**src/rtl/core/tickless_alarm_timer_core_macros.svh**
```systemverilog
// assertion macros for the tickless alarm timer core
`ifndef TICKLESS_ALARM_TIMER_CORE_MACROS_SVH
`define TICKLESS_ALARM_TIMER_CORE_MACROS_SVH

`ifndef SYNTH
// same-cycle implication, disabled in reset
`define TAT_ASSERT_IMPL(label, clk, rst_n, ante, cons) \
    label: assert property (@(posedge clk) disable iff (!rst_n) (ante) |-> (cons)) \
        else $error("tat assertion failed");
// next-cycle implication, disabled in reset
`define TAT_ASSERT_NEXT(label, clk, rst_n, ante, cons) \
    label: assert property (@(posedge clk) disable iff (!rst_n) (ante) |=> (cons)) \
        else $error("tat assertion failed");
`else
`define TAT_ASSERT_IMPL(label, clk, rst_n, ante, cons)
`define TAT_ASSERT_NEXT(label, clk, rst_n, ante, cons)
`endif

`endif

```
**src/rtl/core/tat_pkg.sv**
```systemverilog
package tat_pkg;

    // operation codes
    localparam logic [1:0] OP_SET_ALARM   = 2'd0;
    localparam logic [1:0] OP_ABORT_ALARM = 2'd1;
    localparam logic [1:0] OP_PERIOD_EXP  = 2'd2;
    localparam logic [1:0] OP_READ_TICK   = 2'd3;

    // queue geometry, shared by the command and result queues
    localparam int Q_DEPTH = 2;
    localparam int Q_PTR_W = $clog2(Q_DEPTH);
    localparam int Q_CNT_W = $clog2(Q_DEPTH + 1);
    localparam logic [Q_CNT_W-1:0] Q_FULL_CNT = Q_CNT_W'(Q_DEPTH);

    localparam logic [31:0] MAX_PERIOD_RST = 32'hFFFF_FFFF;

    // classified operation, one-hot kind plus operands
    typedef struct packed {
        logic        set_alarm;
        logic        abort_alarm;
        logic        period_exp;
        logic        read_tick;
        logic [63:0] alarm_tick;
        logic [31:0] hw_elapsed;
    } t_cmd;

    // one result word
    typedef struct packed {
        logic        period_written;
        logic [31:0] new_period;
        logic [63:0] current_tick;
        logic [63:0] pending_alarm;
        logic        alarm_fired;
        logic        rejected;
    } t_res;

endpackage

```
**src/rtl/core/tat_front.sv**
```systemverilog
`include "tickless_alarm_timer_core_macros.svh"

module tat_front (
    input  logic               i_clk,
    input  logic               i_rst_n,
    input  logic               i_push,
    output logic               o_full,
    input  logic [1:0]         i_opcode,
    input  logic [63:0]        i_alarm_tick,
    input  logic [31:0]        i_hw_elapsed,
    output logic               o_cmd_valid,
    output tat_pkg::t_cmd      o_cmd,
    input  logic               i_cmd_take
);
    import tat_pkg::*;

    t_cmd               r_q [Q_DEPTH];
    logic [Q_PTR_W-1:0] r_wr_ptr, n_wr_ptr;
    logic [Q_PTR_W-1:0] r_rd_ptr, n_rd_ptr;
    logic [Q_CNT_W-1:0] r_cnt, n_cnt;
    t_cmd               dec_cmd;
    logic               do_push;
    logic               do_take;

    // classify the incoming word
    always_comb begin
        dec_cmd             = '0;
        dec_cmd.alarm_tick  = i_alarm_tick;
        dec_cmd.hw_elapsed  = i_hw_elapsed;
        unique case (i_opcode)
            OP_SET_ALARM:   dec_cmd.set_alarm   = 1'b1;
            OP_ABORT_ALARM: dec_cmd.abort_alarm = 1'b1;
            OP_PERIOD_EXP:  dec_cmd.period_exp  = 1'b1;
            OP_READ_TICK:   dec_cmd.read_tick   = 1'b1;
            default:        dec_cmd.read_tick   = 1'b1;
        endcase
    end

    // command queue handshakes
    assign o_full      = (r_cnt == Q_FULL_CNT);
    assign o_cmd_valid = (r_cnt != '0);
    assign o_cmd       = r_q[r_rd_ptr];
    assign do_push     = i_push && !o_full;
    assign do_take     = i_cmd_take && o_cmd_valid;

    // pointer and count update
    always_comb begin
        n_wr_ptr = do_push ? r_wr_ptr + 1'b1 : r_wr_ptr;
        n_rd_ptr = do_take ? r_rd_ptr + 1'b1 : r_rd_ptr;
        n_cnt    = r_cnt;
        if (do_push && !do_take) begin
            n_cnt = r_cnt + Q_CNT_W'(1);
        end else if (!do_push && do_take) begin
            n_cnt = r_cnt - Q_CNT_W'(1);
        end
    end

    always_ff @(posedge i_clk) begin
        if (!i_rst_n) begin
            r_wr_ptr <= '0;
            r_rd_ptr <= '0;
            r_cnt    <= '0;
        end else begin
            r_wr_ptr <= n_wr_ptr;
            r_rd_ptr <= n_rd_ptr;
            r_cnt    <= n_cnt;
        end
    end

    // queue storage
    always_ff @(posedge i_clk) begin
        if (do_push) begin
            r_q[r_wr_ptr] <= dec_cmd;
        end
    end

    `TAT_ASSERT_IMPL(a_front_cnt_bound, i_clk, i_rst_n, 1'b1, r_cnt <= Q_FULL_CNT)
    `TAT_ASSERT_NEXT(a_front_cnt_grow, i_clk, i_rst_n, do_push && !do_take, r_cnt != '0)

endmodule

```
**src/rtl/core/tat_back.sv**
```systemverilog
`include "tickless_alarm_timer_core_macros.svh"

module tat_back (
    input  logic               i_clk,
    input  logic               i_rst_n,
    input  logic               i_cfg_we,
    input  logic [31:0]        i_cfg_wdata,
    input  logic               i_cmd_valid,
    input  tat_pkg::t_cmd      i_cmd,
    output logic               o_cmd_take,
    output logic               o_empty,
    input  logic               i_pop,
    output tat_pkg::t_res      o_res
);
    import tat_pkg::*;

    // timer state
    logic [31:0] r_max_period;
    logic [63:0] r_base, n_base;
    logic [63:0] r_alarm_at, n_alarm_at;
    logic [63:0] r_rem, n_rem;
    logic [31:0] r_period, n_period;

    // result queue
    t_res               r_q [Q_DEPTH];
    logic [Q_PTR_W-1:0] r_wr_ptr;
    logic [Q_PTR_W-1:0] r_rd_ptr;
    logic [Q_CNT_W-1:0] r_cnt;

    logic        do_pop;
    logic        exec;
    logic        pending;
    logic [63:0] base_el;
    logic [63:0] base_per;
    logic [63:0] set_rem;
    logic [63:0] exp_rem;
    logic [63:0] max_ext;
    t_res        res;

    assign o_empty    = (r_cnt == '0);
    assign o_res      = r_q[r_rd_ptr];
    assign do_pop     = i_pop && !o_empty;
    assign exec       = i_cmd_valid && ((r_cnt != Q_FULL_CNT) || do_pop);
    assign o_cmd_take = exec;

    // shared arithmetic
    assign pending  = (r_alarm_at != '0);
    assign base_el  = r_base + {32'b0, i_cmd.hw_elapsed};
    assign base_per = r_base + {32'b0, r_period};
    assign set_rem  = i_cmd.alarm_tick - base_el;
    assign exp_rem  = r_rem - {32'b0, r_period};
    assign max_ext  = {32'b0, r_max_period};

    // operation execution
    always_comb begin
        n_base     = r_base;
        n_alarm_at = r_alarm_at;
        n_rem      = r_rem;
        n_period   = r_period;
        res        = '0;
        if (i_cmd.set_alarm) begin
            if (!pending || (i_cmd.alarm_tick < r_alarm_at)) begin
                n_base             = base_el;
                n_alarm_at         = i_cmd.alarm_tick;
                n_rem              = set_rem;
                n_period           = (set_rem > max_ext) ? r_max_period : set_rem[31:0];
                res.period_written = 1'b1;
            end else begin
                res.rejected = 1'b1;
            end
        end else if (i_cmd.abort_alarm) begin
            if (pending) begin
                n_base             = base_el;
                n_period           = r_max_period;
                n_alarm_at         = '0;
                res.period_written = 1'b1;
            end
        end else if (i_cmd.period_exp) begin
            n_base             = base_per;
            res.period_written = 1'b1;
            if (!pending) begin
                n_period = r_max_period;
            end else begin
                n_rem = exp_rem;
                if (exp_rem == '0) begin
                    n_period        = r_max_period;
                    n_alarm_at      = '0;
                    res.alarm_fired = 1'b1;
                end else begin
                    n_period = (exp_rem > max_ext) ? r_max_period : exp_rem[31:0];
                end
            end
        end else begin
            res.current_tick = base_el;
        end
        res.new_period    = n_period;
        res.pending_alarm = n_alarm_at;
    end

    // state registers
    always_ff @(posedge i_clk) begin
        if (!i_rst_n) begin
            r_max_period <= MAX_PERIOD_RST;
            r_base       <= '0;
            r_alarm_at   <= '0;
            r_rem        <= '0;
            r_period     <= MAX_PERIOD_RST;
        end else begin
            if (i_cfg_we) begin
                r_max_period <= i_cfg_wdata;
            end
            if (exec) begin
                r_base     <= n_base;
                r_alarm_at <= n_alarm_at;
                r_rem      <= n_rem;
                r_period   <= n_period;
            end
        end
    end

    // result queue control
    always_ff @(posedge i_clk) begin
        if (!i_rst_n) begin
            r_wr_ptr <= '0;
            r_rd_ptr <= '0;
            r_cnt    <= '0;
        end else begin
            if (exec) begin
                r_wr_ptr <= r_wr_ptr + 1'b1;
            end
            if (do_pop) begin
                r_rd_ptr <= r_rd_ptr + 1'b1;
            end
            if (exec && !do_pop) begin
                r_cnt <= r_cnt + Q_CNT_W'(1);
            end else if (!exec && do_pop) begin
                r_cnt <= r_cnt - Q_CNT_W'(1);
            end
        end
    end

    // result storage
    always_ff @(posedge i_clk) begin
        if (exec) begin
            r_q[r_wr_ptr] <= res;
        end
    end

    // remaining ticks always track alarm minus base while an alarm is pending
    `TAT_ASSERT_IMPL(a_rem_tracks_alarm, i_clk, i_rst_n, r_alarm_at != '0,
                     r_rem == r_alarm_at - r_base)
    `TAT_ASSERT_IMPL(a_res_cnt_bound, i_clk, i_rst_n, 1'b1, r_cnt <= Q_FULL_CNT)
    `TAT_ASSERT_NEXT(a_exp_adv_base, i_clk, i_rst_n, exec && i_cmd.period_exp, r_base == $past(base_per))
    `TAT_ASSERT_NEXT(a_fire_clears, i_clk, i_rst_n, exec && res.alarm_fired, r_alarm_at == '0)

endmodule

```
**src/rtl/core/tickless_alarm_timer_core.sv**
```systemverilog
// channel   | direction | handshake              | words
// ----------+-----------+------------------------+------------------------------------------
// input     | in        | push / full            | i_opcode, i_alarm_tick, i_hw_elapsed
// result    | out       | empty / pop            | o_period_written .. o_rejected
// config    | in        | i_cfg_we               | i_cfg_wdata (max_period)
//
// one word per cycle sustained while the result queue is popped; an accepted word is
// registered in the command queue, then executed and registered in the result queue
// the rate is set by the execute stage holding the 64-bit timer state
// reset clears both queues and the timer state, period and max period return to all ones
// a stalled pop fills the two-entry result queue, then the two-entry command queue,
// then full rises

module tickless_alarm_timer_core (
    input  logic        i_clk,
    input  logic        i_rst_n,
    input  logic        push,
    output logic        full,
    input  logic [1:0]  i_opcode,
    input  logic [63:0] i_alarm_tick,
    input  logic [31:0] i_hw_elapsed,
    output logic        empty,
    input  logic        pop,
    output logic        o_period_written,
    output logic [31:0] o_new_period,
    output logic [63:0] o_current_tick,
    output logic [63:0] o_pending_alarm,
    output logic        o_alarm_fired,
    output logic        o_rejected,
    input  logic        i_cfg_we,
    input  logic [31:0] i_cfg_wdata
);
    import tat_pkg::*;

    logic cmd_valid;
    logic cmd_take;
    t_cmd cmd;
    t_res res;

    // front: accept and classify
    tat_front u_front (
        .i_clk        (i_clk),
        .i_rst_n      (i_rst_n),
        .i_push       (push),
        .o_full       (full),
        .i_opcode     (i_opcode),
        .i_alarm_tick (i_alarm_tick),
        .i_hw_elapsed (i_hw_elapsed),
        .o_cmd_valid  (cmd_valid),
        .o_cmd        (cmd),
        .i_cmd_take   (cmd_take)
    );

    // back: execute and queue results
    tat_back u_back (
        .i_clk       (i_clk),
        .i_rst_n     (i_rst_n),
        .i_cfg_we    (i_cfg_we),
        .i_cfg_wdata (i_cfg_wdata),
        .i_cmd_valid (cmd_valid),
        .i_cmd       (cmd),
        .o_cmd_take  (cmd_take),
        .o_empty     (empty),
        .i_pop       (pop),
        .o_res       (res)
    );

    // result word fan-out
    assign o_period_written = res.period_written;
    assign o_new_period     = res.new_period;
    assign o_current_tick   = res.current_tick;
    assign o_pending_alarm  = res.pending_alarm;
    assign o_alarm_fired    = res.alarm_fired;
    assign o_rejected       = res.rejected;

endmodule

```
**config.mk**
```make
export PLATFORM = sky130hd
export DESIGN_NAME = tickless_alarm_timer_core
export DESIGN_NICKNAME = d
export VERILOG_FILES = /design/src/rtl/core/tat_pkg.sv /design/src/rtl/core/tat_front.sv /design/src/rtl/core/tat_back.sv /design/src/rtl/core/tickless_alarm_timer_core.sv
export VERILOG_INCLUDE_DIRS = /design/src /design/src/rtl/core
export SDC_FILE = /design/constraint.sdc
export NUM_CORES = 2
export LEC_CHECK = 0
export BUFFER_PORTS_ARGS = -buffer_cell sky130_fd_sc_hd__buf_2
export CAP_MARGIN = 0
export CELL_PAD_IN_SITES_DETAIL_PLACEMENT = 0
export CELL_PAD_IN_SITES_GLOBAL_PLACEMENT = 1
export CORE_MARGIN = 2
export CORE_UTILIZATION = 42
export DETAILED_ROUTE_END_ITERATION = 7
export GPL_ROUTABILITY_DRIVEN = 0
export PLACE_DENSITY_LB_ADDON = 0.1
export SLEW_MARGIN = 20
export SYNTH_ARGS = -nofsm -noshare
export SYNTH_HDL_FRONTEND = slang
export SYNTH_HIERARCHICAL = 1
export SYNTH_SLANG_ARGS = --single-unit
```
**constraint.sdc**
```tcl
create_clock -name i_clk -period 10.5 [get_ports i_clk]
set_clock_uncertainty 0.05 [all_clocks]
set_input_delay 1.575 -clock i_clk [delete_from_list [all_inputs] [get_ports i_clk]]
set_output_delay 1.575 -clock i_clk [all_outputs]
set_load 0.01 [all_outputs]
```
==> impl_metrics.ini <==
[global_route]
grt_max_degree = 100
grt_first_pass_wirelength_microns = 243000
antenna_found_initial = 2
grt_pass1_vias = 37189
overflow = 0
grt_usage = 0.277

[drt]
drt-vias-per-instance = 5.91
routed_wl_microns = 165000
ant_nets = 0
via_count = 38548
route.detailed.drc = 0
drtIter0Drc = 2985
wire_per_inst_microns = 25.3
first_pass_iters = 5

[cells_and_area]
fin_util = 0.477
drive_gt1_frac = 0.178
final_nets = 5351
layout_common_cells = edfxtp_1 (524), nor2_1 (474), buf_2 (299)
fill_cells = 10740
area_delta_synth_final_pct = 12.3
layout_commonest_cell = edfxtp_1
final_cells = 6517

[setup_path]
cpPeakStageDelay_ps = 680
crit_fanout = 64
cp-end-kind = flop
crit_required_ps = 10870
crit_top_cell = a21oi_1
path_buf_inv = 1
arrival_ps = 9950
cpLargestDelayFamily = compound AO/OA/AOI/OAI gates
startpoint_type = flop
critPathKind = reg2reg
cpMaxStageDelayCell = or4_2

[yosys]
synth_area_per_cell_sq_um = 10.1
synth_cells = 4749
syn_area_sq_mm = 0.0478
syn_nets = 5162
yosysWarnings = 6

[placement]
placed_cells_incl_taps = 6344
hpwl_microns = 121000
portBuffers = 299
place_ws_ps = 784

[sta]
rsz0062_at_grt = false
setup_slack_ps = 914
worst_pin_slew_ps = 1210
post-route-period-util = 0.913
slew_headroom = 0.183
period_minus_slack_ps = 9590
fmax_ghz = 0.104
maxSlewViolCount = 0
finalSetupTns_ps = 0
setup_viol = 0
hold_viol = 0

[cts]
holdBufCountCts = 0
cts-root-buf = clkbuf_16
cts.path.max_buffers = 3
cts_buffers = 91
insertion_delay_ps = 710
post_cts_resized = 0
postCtsSetupRepairBufs = 0
clk_pin_slew_ps = 60
cts_tree = done
cts_max_level = 3
clock-sinks = 790

[die]
fp.dieH_microns = 341
core_sq_mm = 0.113
die_area_sq_mm = 0.117
initial_core_util = 0.424
rows = 123
boundaryPins = 300
die_w_microns = 341

[job]
maxCapViolCount = 0

[hold_path]
min_path_type = reg2reg

[outcome]
status = finished clean
layout make-up:
cell class,instances,area [sq um],area share
multi-input combinational,3493,25000,0.466
sequential,790,21100,0.392
clock buffer,119,2490,0.0464
timing repair buffer,359,1990,0.0371
tap,1500,1880,0.0349
inverter,203,767,0.0143
clock inverter,51,494,0.00920
antenna,2,5.00,0.0000932
final timing paths:
kind	start	endpoint	slack [ps]	depth (start not counted)
max reg2reg	flop	u_back/r_q[1][134]$_DFFE_PP_	910	36
min	u_back/r_rem[0]$_SDFFE_PN0P_	u_back/r_rem[0]$_SDFFE_PN0P_	410	2
max	flop	u_back/r_q[1][134]$_DFFE_PP_	910	36
min reg2reg	u_back/r_rem[0]$_SDFFE_PN0P_	u_back/r_rem[0]$_SDFFE_PN0P_	410	2
state kept, by name, indices dropped and copies added (netlist names), 32 cells and up, named ones only:
register and flops:
u_back/r_rem 64, u_back/r_period 32, u_back/r_q 326, u_back/r_alarm_at 64, u_back/r_max_period 32, u_front/r_q 198, u_back/r_base 64
worst reg2reg max path: cells and delay by family, from the launching register on:
kind,cells,cell delay (ps)
AOI/OAI and AO/OA,19,4530
and+or+nand+nor,9,1660
adders and majority gates,4,1320
xor gates and xnor gates,2,510
DFF,1,470
buffers and inverters,1,390
muxes,1,370
per-layer routing:
layer	GRT usage	share of wire	vias to the layer above
met1	0.355	0.42	18844
met5	0	0	-
met2	0.468	0.48	1214
met3	0.0393	0.056	272
met4	0.115	0.043	0
li1	-	-	18218
stage by stage:
step	instance area [sq um]	hold WS, ps
3_5_place_dp	50700	396
5_1_grt	53700	437
3_3_place_gp	50700	392
4_1_cts	53700	404
2_1_floorplan	47800	382
6_report	53700	406
Power is left out: the tool's default activity adds up to more than one toggle a clock period on the data nets, which glitch-free logic cannot reach.
